[src/rtl/core/b91pe_pkg.sv]
// Shared constants and transaction types for the base-91 position encoder.
`default_nettype none

package b91pe_pkg;

  // Coordinate units: 1/6000 degree
  localparam logic [12:0] UNITS_PER_DEG = 13'd6000;
  localparam logic [25:0] LAT_OFFSET    = 26'd540000;
  localparam logic [25:0] LAT_SPAN      = 26'd1080000;
  localparam logic [25:0] LON_OFFSET    = 26'd1080000;
  localparam logic [25:0] LON_SPAN      = 26'd2160000;

  // Hemisphere characters that mean a positive sign
  localparam logic [7:0] ASCII_N = 8'd78;
  localparam logic [7:0] ASCII_E = 8'd69;

  // Longitude scale; latitude uses this same scale on a doubled angle
  localparam logic [17:0] LON_SCALE   = 18'd190463;
  localparam logic [4:0]  SCALE_WHOLE = 5'(190463 / 6000);
  localparam logic [12:0] SCALE_FRAC  = 13'(190463 % 6000);

  // Base-91 weights and character offset
  localparam logic [19:0] B91_3       = 20'd753571;
  localparam logic [13:0] B91_2       = 14'd8281;
  localparam logic [6:0]  B91_1       = 7'd91;
  localparam logic [6:0]  CHAR_OFFSET = 7'd33;

  // Reciprocals for quotient estimates; the estimate is low by at most one
  localparam logic [31:0] RECIP_6000 = 32'((64'd1 << 32) / 64'd6000);
  localparam logic [31:0] RECIP_B3   = 32'((64'd1 << 32) / 64'd753571);
  localparam logic [31:0] RECIP_B2   = 32'((64'd1 << 32) / 64'd8281);
  localparam logic [31:0] RECIP_B1   = 32'((64'd1 << 32) / 64'd91);

  // Clamped, scaled angle in 1/6000 degree (latitude doubled)
  typedef struct packed {
    logic [21:0] u;
    logic        oor;
  } b91pe_angle_t;

  // Position value before splitting into digits
  typedef struct packed {
    logic [26:0] v;
    logic        oor;
  } b91pe_value_t;

  // Finished characters
  typedef struct packed {
    logic [6:0] c0;
    logic [6:0] c1;
    logic [6:0] c2;
    logic [6:0] c3;
    logic       oor;
  } b91pe_code_t;

endpackage

`default_nettype wire

[src/rtl/core/b91pe_front.sv]
// Digit decode, coordinate assembly and span clamp: three pipeline stages.
`default_nettype none

module b91pe_front import b91pe_pkg::*; (
  input  logic         clk,
  input  logic         rst,
  input  logic         in_valid,
  output logic         in_ready,
  input  logic         action,
  input  logic [3:0]   deg_hundreds,
  input  logic [3:0]   deg_tens,
  input  logic [3:0]   deg_units,
  input  logic [3:0]   min_tens,
  input  logic [3:0]   min_units,
  input  logic [3:0]   frac_tens,
  input  logic [3:0]   frac_units,
  input  logic [7:0]   hemisphere,
  output logic         out_valid,
  input  logic         out_ready,
  output b91pe_angle_t out_data
);

  localparam int NS = 3;

  logic [NS-1:0] vld;
  logic [NS-1:0] en;

  // Stage enables: a stage loads when empty or when the next one loads
  always_comb begin
    en[NS-1] = !vld[NS-1] || out_ready;
    for (int k = NS - 2; k >= 0; k--) begin
      en[k] = !vld[k] || en[k+1];
    end
  end

  assign in_ready  = en[0];
  assign out_valid = vld[NS-1];

  // Advance valid bits
  always_ff @(posedge clk) begin
    if (rst) begin
      vld <= '0;
    end else begin
      if (en[0]) vld[0] <= in_valid;
      for (int k = 1; k < NS; k++) begin
        if (en[k]) vld[k] <= vld[k-1];
      end
    end
  end

  // Stage 0: combine digits into degrees and minute hundredths
  logic [10:0] deg_c;
  logic [14:0] mf_c;
  logic        pos_c;
  logic [10:0] s0_deg;
  logic [14:0] s0_mf;
  logic        s0_lon;
  logic        s0_pos;

  always_comb begin
    deg_c = 11'(deg_tens) * 11'd10 + 11'(deg_units);
    if (action) deg_c = deg_c + 11'(deg_hundreds) * 11'd100;
    mf_c  = (15'(min_tens) * 15'd10 + 15'(min_units)) * 15'd100
          + 15'(frac_tens) * 15'd10 + 15'(frac_units);
    pos_c = action ? (hemisphere == ASCII_E) : (hemisphere == ASCII_N);
  end

  always_ff @(posedge clk) begin
    if (en[0]) begin
      s0_deg <= deg_c;
      s0_mf  <= mf_c;
      s0_lon <= action;
      s0_pos <= pos_c;
    end
  end

  // Stage 1: coordinate in 1/6000 degree
  logic [23:0] s1_d;
  logic        s1_lon;
  logic        s1_pos;

  always_ff @(posedge clk) begin
    if (en[1]) begin
      s1_d   <= 24'(s0_deg) * 24'(UNITS_PER_DEG) + 24'(s0_mf);
      s1_lon <= s0_lon;
      s1_pos <= s0_pos;
    end
  end

  // Stage 2: offset, clamp to span, double latitude
  logic [25:0] off_c;
  logic [25:0] span_c;
  logic [25:0] t_c;
  logic [25:0] tc_c;
  logic        clamp_c;
  logic        sub_c;

  always_comb begin
    off_c   = s1_lon ? LON_OFFSET : LAT_OFFSET;
    span_c  = s1_lon ? LON_SPAN : LAT_SPAN;
    sub_c   = s1_lon ? !s1_pos : s1_pos;
    t_c     = sub_c ? off_c - 26'(s1_d) : off_c + 26'(s1_d);
    tc_c    = t_c;
    clamp_c = 1'b0;
    if (t_c[25]) begin
      tc_c    = '0;
      clamp_c = 1'b1;
    end else if (t_c > span_c) begin
      tc_c    = span_c;
      clamp_c = 1'b1;
    end
  end

  always_ff @(posedge clk) begin
    if (en[2]) begin
      out_data.u   <= s1_lon ? tc_c[21:0] : {tc_c[20:0], 1'b0};
      out_data.oor <= clamp_c;
    end
  end

endmodule

`default_nettype wire

[src/rtl/core/b91pe_scale.sv]
// Scaling of the clamped angle to the position value: six pipeline stages.
`default_nettype none

module b91pe_scale import b91pe_pkg::*; (
  input  logic         clk,
  input  logic         rst,
  input  logic         in_valid,
  output logic         in_ready,
  input  b91pe_angle_t in_data,
  output logic         out_valid,
  input  logic         out_ready,
  output b91pe_value_t out_data
);

  localparam int NS = 6;

  logic [NS-1:0] vld;
  logic [NS-1:0] en;

  // Stage enables
  always_comb begin
    en[NS-1] = !vld[NS-1] || out_ready;
    for (int k = NS - 2; k >= 0; k--) begin
      en[k] = !vld[k] || en[k+1];
    end
  end

  assign in_ready  = en[0];
  assign out_valid = vld[NS-1];

  // Advance valid bits
  always_ff @(posedge clk) begin
    if (rst) begin
      vld <= '0;
    end else begin
      if (en[0]) vld[0] <= in_valid;
      for (int k = 1; k < NS; k++) begin
        if (en[k]) vld[k] <= vld[k-1];
      end
    end
  end

  // Stage 0: estimate whole degrees, u / 6000
  logic [53:0] p0_c;
  logic [8:0]  s0_qe;
  logic [21:0] s0_u;
  logic        s0_oor;

  assign p0_c = 54'(in_data.u) * 54'(RECIP_6000);

  always_ff @(posedge clk) begin
    if (en[0]) begin
      s0_qe  <= p0_c[40:32];
      s0_u   <= in_data.u;
      s0_oor <= in_data.oor;
    end
  end

  // Stage 1: correct the estimate, keep the remainder
  logic [13:0] r0_c;
  logic [8:0]  s1_q;
  logic [12:0] s1_r;
  logic        s1_oor;

  assign r0_c = 14'(s0_u - 22'(22'(s0_qe) * 22'(UNITS_PER_DEG)));

  always_ff @(posedge clk) begin
    if (en[1]) begin
      if (r0_c >= 14'(UNITS_PER_DEG)) begin
        s1_q <= s0_qe + 9'd1;
        s1_r <= 13'(r0_c - 14'(UNITS_PER_DEG));
      end else begin
        s1_q <= s0_qe;
        s1_r <= 13'(r0_c);
      end
      s1_oor <= s0_oor;
    end
  end

  // Stage 2: whole part of the product and fractional numerator
  logic [24:0] s2_y;
  logic [26:0] s2_a;
  logic        s2_oor;

  always_ff @(posedge clk) begin
    if (en[2]) begin
      s2_y   <= 25'(s1_r) * 25'(SCALE_FRAC);
      s2_a   <= 27'(s1_q) * 27'(LON_SCALE) + 27'(s1_r) * 27'(SCALE_WHOLE);
      s2_oor <= s1_oor;
    end
  end

  // Stage 3: estimate y / 6000
  logic [56:0] p3_c;
  logic [12:0] s3_ye;
  logic [24:0] s3_y;
  logic [26:0] s3_a;
  logic        s3_oor;

  assign p3_c = 57'(s2_y) * 57'(RECIP_6000);

  always_ff @(posedge clk) begin
    if (en[3]) begin
      s3_ye  <= p3_c[44:32];
      s3_y   <= s2_y;
      s3_a   <= s2_a;
      s3_oor <= s2_oor;
    end
  end

  // Stage 4: correct the fractional quotient
  logic [13:0] ry_c;
  logic [12:0] s4_q2;
  logic [26:0] s4_a;
  logic        s4_oor;

  assign ry_c = 14'(s3_y - 25'(25'(s3_ye) * 25'(UNITS_PER_DEG)));

  always_ff @(posedge clk) begin
    if (en[4]) begin
      s4_q2  <= (ry_c >= 14'(UNITS_PER_DEG)) ? s3_ye + 13'd1 : s3_ye;
      s4_a   <= s3_a;
      s4_oor <= s3_oor;
    end
  end

  // Stage 5: sum the two parts
  always_ff @(posedge clk) begin
    if (en[5]) begin
      out_data.v   <= s4_a + 27'(s4_q2);
      out_data.oor <= s4_oor;
    end
  end

endmodule

`default_nettype wire

[src/rtl/core/b91pe_digits.sv]
// Base-91 digit split of the position value: six pipeline stages.
`default_nettype none

module b91pe_digits import b91pe_pkg::*; (
  input  logic         clk,
  input  logic         rst,
  input  logic         in_valid,
  output logic         in_ready,
  input  b91pe_value_t in_data,
  output logic         out_valid,
  input  logic         out_ready,
  output b91pe_code_t  out_data
);

  localparam int NS = 6;

  logic [NS-1:0] vld;
  logic [NS-1:0] en;

  // Stage enables
  always_comb begin
    en[NS-1] = !vld[NS-1] || out_ready;
    for (int k = NS - 2; k >= 0; k--) begin
      en[k] = !vld[k] || en[k+1];
    end
  end

  assign in_ready  = en[0];
  assign out_valid = vld[NS-1];

  // Advance valid bits
  always_ff @(posedge clk) begin
    if (rst) begin
      vld <= '0;
    end else begin
      if (en[0]) vld[0] <= in_valid;
      for (int k = 1; k < NS; k++) begin
        if (en[k]) vld[k] <= vld[k-1];
      end
    end
  end

  // Stage 0: estimate the top digit
  logic [58:0] p0_c;
  logic [6:0]  s0_e;
  logic [26:0] s0_v;
  logic        s0_oor;

  assign p0_c = 59'(in_data.v) * 59'(RECIP_B3);

  always_ff @(posedge clk) begin
    if (en[0]) begin
      s0_e   <= p0_c[38:32];
      s0_v   <= in_data.v;
      s0_oor <= in_data.oor;
    end
  end

  // Stage 1: correct the top digit
  logic [20:0] r1_c;
  logic [6:0]  s1_d0;
  logic [19:0] s1_rem;
  logic        s1_oor;

  assign r1_c = 21'(s0_v - 27'(27'(s0_e) * 27'(B91_3)));

  always_ff @(posedge clk) begin
    if (en[1]) begin
      if (r1_c >= 21'(B91_3)) begin
        s1_d0  <= s0_e + 7'd1;
        s1_rem <= 20'(r1_c - 21'(B91_3));
      end else begin
        s1_d0  <= s0_e;
        s1_rem <= 20'(r1_c);
      end
      s1_oor <= s0_oor;
    end
  end

  // Stage 2: estimate the second digit
  logic [51:0] p2_c;
  logic [6:0]  s2_e;
  logic [6:0]  s2_d0;
  logic [19:0] s2_rem;
  logic        s2_oor;

  assign p2_c = 52'(s1_rem) * 52'(RECIP_B2);

  always_ff @(posedge clk) begin
    if (en[2]) begin
      s2_e   <= p2_c[38:32];
      s2_d0  <= s1_d0;
      s2_rem <= s1_rem;
      s2_oor <= s1_oor;
    end
  end

  // Stage 3: correct the second digit
  logic [14:0] r3_c;
  logic [6:0]  s3_d0;
  logic [6:0]  s3_d1;
  logic [13:0] s3_rem;
  logic        s3_oor;

  assign r3_c = 15'(s2_rem - 20'(20'(s2_e) * 20'(B91_2)));

  always_ff @(posedge clk) begin
    if (en[3]) begin
      if (r3_c >= 15'(B91_2)) begin
        s3_d1  <= s2_e + 7'd1;
        s3_rem <= 14'(r3_c - 15'(B91_2));
      end else begin
        s3_d1  <= s2_e;
        s3_rem <= 14'(r3_c);
      end
      s3_d0  <= s2_d0;
      s3_oor <= s2_oor;
    end
  end

  // Stage 4: estimate the third digit
  logic [45:0] p4_c;
  logic [6:0]  s4_e;
  logic [6:0]  s4_d0;
  logic [6:0]  s4_d1;
  logic [13:0] s4_rem;
  logic        s4_oor;

  assign p4_c = 46'(s3_rem) * 46'(RECIP_B1);

  always_ff @(posedge clk) begin
    if (en[4]) begin
      s4_e   <= p4_c[38:32];
      s4_d0  <= s3_d0;
      s4_d1  <= s3_d1;
      s4_rem <= s3_rem;
      s4_oor <= s3_oor;
    end
  end

  // Stage 5: correct the third digit, remainder is the last; add the offset
  logic [7:0] r5_c;

  assign r5_c = 8'(s4_rem - 14'(14'(s4_e) * 14'(B91_1)));

  always_ff @(posedge clk) begin
    if (en[5]) begin
      if (r5_c >= 8'(B91_1)) begin
        out_data.c2 <= s4_e + 7'd1 + CHAR_OFFSET;
        out_data.c3 <= 7'(r5_c - 8'(B91_1)) + CHAR_OFFSET;
      end else begin
        out_data.c2 <= s4_e + CHAR_OFFSET;
        out_data.c3 <= 7'(r5_c) + CHAR_OFFSET;
      end
      out_data.c0  <= s4_d0 + CHAR_OFFSET;
      out_data.c1  <= s4_d1 + CHAR_OFFSET;
      out_data.oor <= s4_oor;
    end
  end

endmodule

`default_nettype wire

[src/rtl/core/base91_position_encoder.sv]
// Throughput: one transaction per cycle; fifteen register stages, each with a
// valid bit, and a stage holds only while the stage after it is full and stalled.
// Reset (synchronous, active high) empties every stage; payload is not cleared.
// Top level of the base-91 position encoder.
`default_nettype none

module base91_position_encoder import b91pe_pkg::*; (
  input  logic       clk,
  input  logic       rst,
  input  logic       in_valid,
  output logic       in_ready,
  input  logic       action,
  input  logic [3:0] deg_hundreds,
  input  logic [3:0] deg_tens,
  input  logic [3:0] deg_units,
  input  logic [3:0] min_tens,
  input  logic [3:0] min_units,
  input  logic [3:0] frac_tens,
  input  logic [3:0] frac_units,
  input  logic [7:0] hemisphere,
  output logic       out_valid,
  input  logic       out_ready,
  output logic [6:0] code_digit0,
  output logic [6:0] code_digit1,
  output logic [6:0] code_digit2,
  output logic [6:0] code_digit3,
  output logic       out_of_range
);

  logic         ang_valid;
  logic         ang_ready;
  b91pe_angle_t ang_data;
  logic         val_valid;
  logic         val_ready;
  b91pe_value_t val_data;
  b91pe_code_t  code_data;

  // Decode and clamp
  b91pe_front u_front (
    .clk          (clk),
    .rst          (rst),
    .in_valid     (in_valid),
    .in_ready     (in_ready),
    .action       (action),
    .deg_hundreds (deg_hundreds),
    .deg_tens     (deg_tens),
    .deg_units    (deg_units),
    .min_tens     (min_tens),
    .min_units    (min_units),
    .frac_tens    (frac_tens),
    .frac_units   (frac_units),
    .hemisphere   (hemisphere),
    .out_valid    (ang_valid),
    .out_ready    (ang_ready),
    .out_data     (ang_data)
  );

  // Scale to the position value
  b91pe_scale u_scale (
    .clk       (clk),
    .rst       (rst),
    .in_valid  (ang_valid),
    .in_ready  (ang_ready),
    .in_data   (ang_data),
    .out_valid (val_valid),
    .out_ready (val_ready),
    .out_data  (val_data)
  );

  // Split into characters
  b91pe_digits u_digits (
    .clk       (clk),
    .rst       (rst),
    .in_valid  (val_valid),
    .in_ready  (val_ready),
    .in_data   (val_data),
    .out_valid (out_valid),
    .out_ready (out_ready),
    .out_data  (code_data)
  );

  assign code_digit0  = code_data.c0;
  assign code_digit1  = code_data.c1;
  assign code_digit2  = code_data.c2;
  assign code_digit3  = code_data.c3;
  assign out_of_range = code_data.oor;

`ifndef ASSERT_OFF
  // Every character lies in the base-91 alphabet
  a_digit_span: assert property (@(posedge clk) disable iff (rst)
    out_valid |-> (code_digit0 >= 7'd33 && code_digit0 <= 7'd123 &&
                   code_digit1 >= 7'd33 && code_digit1 <= 7'd123 &&
                   code_digit2 >= 7'd33 && code_digit2 <= 7'd123 &&
                   code_digit3 >= 7'd33 && code_digit3 <= 7'd123))
    else $error("base-91 character outside its alphabet");

  // A clamped coordinate lands on one end of the span
  a_clamp_ends: assert property (@(posedge clk) disable iff (rst)
    (out_valid && out_of_range) |->
      ((code_digit0 == 7'd33 && code_digit1 == 7'd33 &&
        code_digit2 == 7'd33 && code_digit3 == 7'd33) ||
       (code_digit0 == 7'd123 && code_digit1 == 7'd123 &&
        code_digit2 == 7'd33 && code_digit3 == 7'd33)))
    else $error("clamped coordinate not at a span end");

  // Reset empties the pipeline
  a_reset_empty: assert property (@(posedge clk)
    rst |=> !out_valid)
    else $error("result presented straight after reset");
`endif

endmodule

`default_nettype wire

[config.mk]
export PLATFORM = sky130hd
export DESIGN_NAME = base91_position_encoder
export DESIGN_NICKNAME = d
export VERILOG_FILES = /design/src/rtl/core/b91pe_pkg.sv /design/src/rtl/core/b91pe_front.sv /design/src/rtl/core/b91pe_scale.sv /design/src/rtl/core/b91pe_digits.sv /design/src/rtl/core/base91_position_encoder.sv
export SDC_FILE = /design/constraint.sdc
export NUM_CORES = 2
export LEC_CHECK = 0
export ABC_CLOCK_PERIOD_IN_PS = 6440
export BUFFER_PORTS_ARGS = -buffer_cell sky130_fd_sc_hd__buf_2
export CORE_MARGIN = 2
export CORE_UTILIZATION = 55
export CTS_CLUSTER_SIZE = 16
export DETAILED_ROUTE_END_ITERATION = 10
export GPL_TIMING_DRIVEN = 0
export PLACE_DENSITY = 0.74
export SLEW_MARGIN = 20
export SYNTH_ARGS = -nofsm -noshare
export SYNTH_HDL_FRONTEND = slang
export SYNTH_SLANG_ARGS = --single-unit
export TNS_END_PERCENT = 20
[constraint.sdc]
create_clock -name clk -period 6.44 [get_ports clk]
set_input_delay 0.644 -clock clk [delete_from_list [all_inputs] [get_ports clk]]
set_output_delay 0.644 -clock clk [all_outputs]
set_load 0.03 [all_outputs]
Word-level counts from Yosys, hierarchy flattened. Cells that the tools add are included.

Equal/unequal tests: 2. $add $sub $neg: 30. Reduce and logical (&&, ||, !) cells: 31. $mul: 19. Magnitude comparators: 6. Multiplexer cells: 18.

Operators with widths (count): 22-bit 2-to-1 mux (4); 25-bit by 20-bit multiplier with 45-bit output (second input constant) (1); 7-bit by 6-bit adder with 7-bit output (second input constant) (6); 22-bit by 20-bit multiplier with 41-bit output (second input constant) (1); 20-bit by 19-bit multiplier with 39-bit output (second input constant) (1); 27-bit by 13-bit multiplier with 39-bit output (second input constant) (1); 14-bit by 25-bit multiplier with 38-bit output (second input constant) (1); 14-bit by 13-bit >= comparator with 1-bit output (second input constant) (2); 14-bit 2-to-1 mux (2); 14-bit subtractor (2); 27-bit by 13-bit adder with 27-bit output (1); 27-bit by 18-bit adder with 27-bit output (1); 9-bit by 18-bit multiplier with 27-bit output (second input constant) (1); 26-bit by 24-bit adder with 26-bit output (1); 26-bit by 22-bit > comparator with 1-bit output (1); 13-bit 2-to-1 mux (2); 26-bit 2-to-1 mux (1); 26-bit by 24-bit subtractor with 26-bit output (1); 13-bit by 13-bit multiplier with 25-bit output (second input constant) (1); 24-bit by 15-bit adder with 24-bit output (1); 7-bit by 1-bit adder with 7-bit output (second input constant) (3); 21-bit by 20-bit >= comparator with 1-bit output (second input constant) (1); 4-bit by 3-bit multiplier with 7-bit output (second input constant) (3); 7-bit by 20-bit multiplier with 21-bit output (second input constant) (1); 32 further kinds (66).

Logic and storage cells: 173. Output and inout port bits: 31. Bits of input ports: 41. Bits in registers: 491.

Depth between registers and ports, before layout.
Depth in word-level cells: 16. Mapped depth: 23. Gate-level depth less buffers: 23.

By module. A second synthesis with hierarchy kept.

Cell total of the unflattened synthesis: 6789. Area, all modules: 71901.5 sq um.

Modules (own cells, without submodules): b91pe_scale (area each 34971.0 sq um, seq. area each 6726.5 sq um, instances 1, cells an instance 3204); b91pe_digits (area each 27352.5 sq um, seq. area each 5375.2 sq um, instances 1, cells an instance 2593); b91pe_front (area each 9577.9 sq um, seq. area each 2372.3 sq um, instances 1, cells an instance 992).

Least setup slack after synthesis. No wires, ideal clock.

Path type: reg2reg. Start point: register u_scale.s2_y[10]. End point: register u_scale.s3_ye[11] (data pin). Stages on the path, launching flop included: 23. Library setup time: 262 ps. Buffers on the path: 0. Arrival: 6559 ps. Data required time: 6178 ps. Setup slack: -381 ps. Cell sequence: edfxtp_1 -> ha_1 -> inv_1 -> fa_1 -> inv_1 -> fa_1 -> fa_1 -> inv_1 -> fa_1 -> inv_1 -> fa_1 -> ha_1 -> ha_1 -> a21o_1 -> a21o_1 -> a21o_1 -> a2111o_1 -> a311o_1 -> a41oi_1 -> o31ai_1 -> o41ai_1 -> o21bai_1 -> xor2_1.

Cells in the longest elaborated chain, start to end: 1.

RTL lines: from (decl) (RTL line b91pe_scale.sv:81) `logic [24:0] s2_y;`; from (signal assigned) (RTL line b91pe_scale.sv:87) `s2_y <= 25'(s1_r) * 25'(SCALE_FRAC);`; 25-bit by 20-bit multiplier with 45-bit output (RTL line b91pe_scale.sv:100) `assign p3_c = 57'(s2_y) * 57'(RECIP_6000);`; via u_scale.p3_c[43] (RTL line b91pe_scale.sv:94) `logic [56:0] p3_c;`; to (signal assigned) (RTL line b91pe_scale.sv:104) `s3_ye <= p3_c[44:32];`; to (decl) (RTL line b91pe_scale.sv:95) `logic [12:0] s3_ye;`.

The timed path passes the listed nets, and every way through them passes these cells. A chain may end at the register's enable or synchronous reset.

Worst setup path in the final report.
Start point: register u_scale.s2_y[13]. End point: register u_scale.s3_ye[11] (data pin).

The elaborated chain is that of the path after synthesis.

==> metrics.txt <==
status=complete, but fails checks; failing checks=negative setup slack; Total Wirelength=143 mm; Root Driver=clkbuf_16; H-tree Lvls=2; crit-path max cell delay=550 ps; Avg Cell Area, Syn=10.6 µm²; syn nets=9,059; Synth warnings=0; register area share after synthesis=20.4%; Crit Path Class=flip-flop to flip-flop; critical path launch point type=flip-flop; # setup viols final=9; total grt overflow=0; # hold bufs at CTS=0; initial antenna violation count=0; Synth async-reset ratio=0%; worst-margin pin slew=1010 ps; Initial Utilization=55.4%; synth-to-layout area growth=9.83%; initial DRC count=2,258; Setup crit end kind=flip-flop; Max Freq=148 MHz; Clock Sinks=487; Yosys reg bits=487; post-DR wirelength/cell=16.4 µm; Hold Crit Start=deg_units[0]; Initial DRT Pass Iterations=5; GP Congestion=0.920; Remaining DRCs=0; vias in the first global route=48,900; Core Area=128,000 µm²; Buffers & Inverters on Critical Path=7; CTS Buf Count=53; Reg-to-Reg End=u_scale.s3_ye[11]; Worst R2R Path Depth=25; crit path DAT=7150 ps; Post-synth EDFFs=472; Worst Path Max Fanout=4; layout cells sized above 1=8.35%; Hold EP=u_front.s0_deg[0]; first-pass GRT wire length=239 mm; Nets=9,395; cells after synthesis=6,654; via count of the routed design=45,900; final number of hold-violating endpoints=0; row count=131; Syn Std Cell Area=70,800 µm²; TritonCTS clock tree=built; Longest Clk Path Bufs=3; Reg2Reg Setup Slack=-340 ps; antenna-violating nets left=0; Max-slew headroom=32.2%; die span in y=363 µm; IO Pins=72; Die Area=132,000 µm²; Worst EP required=6810 ps; DP HPWL=116 mm; I/O Buffers=71; n_diodes=0; Slowest-stage cell, CP=fa_2; Max Slew Vio Count=0; worst skew pair latency=650 ps; fill cell count=9,995; Reg clk slew, reported paths=60 ps; area occupied by multi-input gates=50,100 µm²; Cells on Worst Hold Path=1; Worst R2R Start=u_scale.s2_y[13]; Max-Cap Viols=0; sequential cell area=14,500 µm²; Hold Slack=173 ps; Top delay family on crit path=adder cells; post-route setup slack=-339 ps; gr usage total=22.4%; Die X-Extent=363 µm; Hold WC Path Type=input port to flip-flop; Vias/cell=5.28; Post-synth top flop=edfxtp_1; largest net degree at the start of global routing=52; min Tclk post-route=6780 ps; RSZ-0062 raised after global routing=yes; clk_skew=68.5 ps; post-synth cell types=83; period utilization=105%
==> layer usage <==
| metal | vias up | routed length (µm) | GRT usage, % |
|---|---|---|---|
| met5 | - | 0 | 0 |
| met4 | 0 | 3620 | 5.48 |
| met3 | 216 | 5050 | 1.99 |
| met2 | 765 | 73700 | 40.8 |
| met1 | 22900 | 60400 | 28.6 |
| li1 | 22000 | - | - |
==> timing repair <==
item | 4_1_cts | 5_1_grt
resized for setup | 87 | 129
buffers inserted | 127 | 81
pin swaps | 66 | 135
endpoints found under the setup margin | 63 | 61
==> metrics by stage <==
step	util (%)	worst slack (ps)	setup TNS (ps)	instances	instance area, µm²
floorplan	-	-22.1	-22.1	6654	70800
global placement	57.4	-1520	-23150	8387	73300
detailed placement	57.4	-1590	-26570	8390	73300
CTS	59.9	-426	-2030	8615	76500
global route	60.9	-539	-5070	8695	77700
finish	60.9	-339	-2010	8695	77700
==> cell type report <==
type                    count  area share [%]
multi-input cells        4239            64.4
flip-flops and latches    487            18.6
inverters                1897            9.16
well taps                1662            2.68
repair buffers            281            2.65
clock buffers              56            1.72
clock inverters            42           0.563
plain buffers              31           0.182
==> cell families (layout without fill, tap and decap cells) <==
family	Yosys count	count (layout)	share of synthesized area, %
AOI/OAI and AO/OA	676	676	6.29
buffers and inverters	1928	2307	10.2
adders and majority gates	2364	2364	52.4
xor gates and xnor gates	387	387	4.79
muxes	22	22	0.343
and+or+nand+nor	790	790	5.50
DFF	487	487	20.4
==> worst register-to-register path, delay by kind of cell, from the launching register on <==
kind | cells | cell delay [ps]
XOR/XNOR | 1 | 180
buffers and inverters | 7 | 680
adder cells (fa/ha/maj) | 8 | 3150
AO/OA/AOI/OAI | 9 | 2000
flip-flops | 1 | 490
==> Yosys cell counts, types with 28 or more instances <==
cell | n | area [µm²]
nor2_1 | 200 | 751
a21oi_1 | 212 | 1060
o21ai_0 | 109 | 546
a21o_1 | 77 | 578
xor2_1 | 110 | 963
inv_1 | 1897 | 7120
or3_1 | 28 | 175
nand2_1 | 172 | 646
xnor2_1 | 277 | 2430
fa_1 | 998 | 20000
nor3_1 | 83 | 415
o21a_1 | 46 | 345
ha_1 | 1366 | 17100
a211oi_1 | 29 | 218
nand3_1 | 93 | 465
nor2b_1 | 44 | 275
edfxtp_1 | 472 | 14200
==> flip-flops by register name, summed over array words and instances, names as in the netlist, 8 cells and up <==
signal,count
u_digits.out_data,29
u_digits.s0_v,21
u_digits.s1_rem,20
u_digits.s2_rem,15
u_digits.s3_rem,14
u_digits.s4_rem,8
u_front.out_data,23
u_front.s0_deg,11
u_front.s0_mf,15
u_front.s1_d,24
u_scale.out_data,28
u_scale.s0_qe,9
u_scale.s0_u,14
u_scale.s1_q,9
u_scale.s1_r,13
u_scale.s2_a,27
u_scale.s2_y,25
u_scale.s3_a,27
u_scale.s3_y,10
u_scale.s3_ye,13
u_scale.s4_a,27
u_scale.s4_q2,13
==> layout by cell type (no fill, tap or decap), types with 14 or more instances in the layout <==
| cell | netlist | layout |
|---|---|---|
| and3_1 | 27 | 27 |
| nand2_1 | 172 | 168 |
| inv_1 | 1897 | 1864 |
| buf_4 | 1 | 183 |
| and2_1 | 23 | 22 |
| dfxtp_1 | 15 | 15 |
| buf_6 | 1 | 26 |
| o21bai_1 | 23 | 21 |
| o21a_1 | 46 | 45 |
| o21ai_0 | 109 | 104 |
| fa_1 | 998 | 973 |
| a21o_1 | 77 | 76 |
| o211ai_1 | 18 | 18 |
| xnor2_1 | 277 | 271 |
| nand4_1 | 27 | 27 |
| buf_2 | 5 | 74 |
| a31oi_1 | 21 | 20 |
| nand2b_1 | 24 | 24 |
| clkbuf_1 | 23 | 24 |
| ha_4 | 0 | 33 |
| a21oi_1 | 212 | 193 |
| ha_1 | 1366 | 1326 |
| edfxtp_1 | 472 | 472 |
| inv_2 | 0 | 31 |
| nor2b_1 | 44 | 44 |
| or3_1 | 28 | 28 |
| clkbuf_16 | 0 | 53 |
| fa_2 | 0 | 25 |
| xor2_1 | 110 | 107 |
| a211oi_1 | 29 | 25 |
| nor2_1 | 200 | 196 |
| a21oi_2 | 0 | 14 |
| nand3_1 | 93 | 92 |
| nor3_1 | 83 | 78 |
==> how the worst max path moves through the flow <==
stage / from / end / slack [ps] / cells past startpoint
after global placement: u_scale.s2_y[4] / u_scale.s3_ye[12] / -1520 / 21
after global routing: u_scale.s2_y[9] / u_scale.s3_ye[11] / -540 / 22
after CTS: u_scale.s2_y[14] / u_scale.s3_ye[12] / -430 / 23
after detailed placement: u_scale.s2_y[10] / u_scale.s3_ye[12] / -1590 / 21
after floorplan: u_scale.s1_r[0] / u_scale.s2_a[25] / -20 / 21
final: u_scale.s2_y[13] / u_scale.s3_ye[11] / -340 / 25
Power is not shown: default switching activity piles up to over one toggle a cycle in this logic, so the estimate is an artifact.
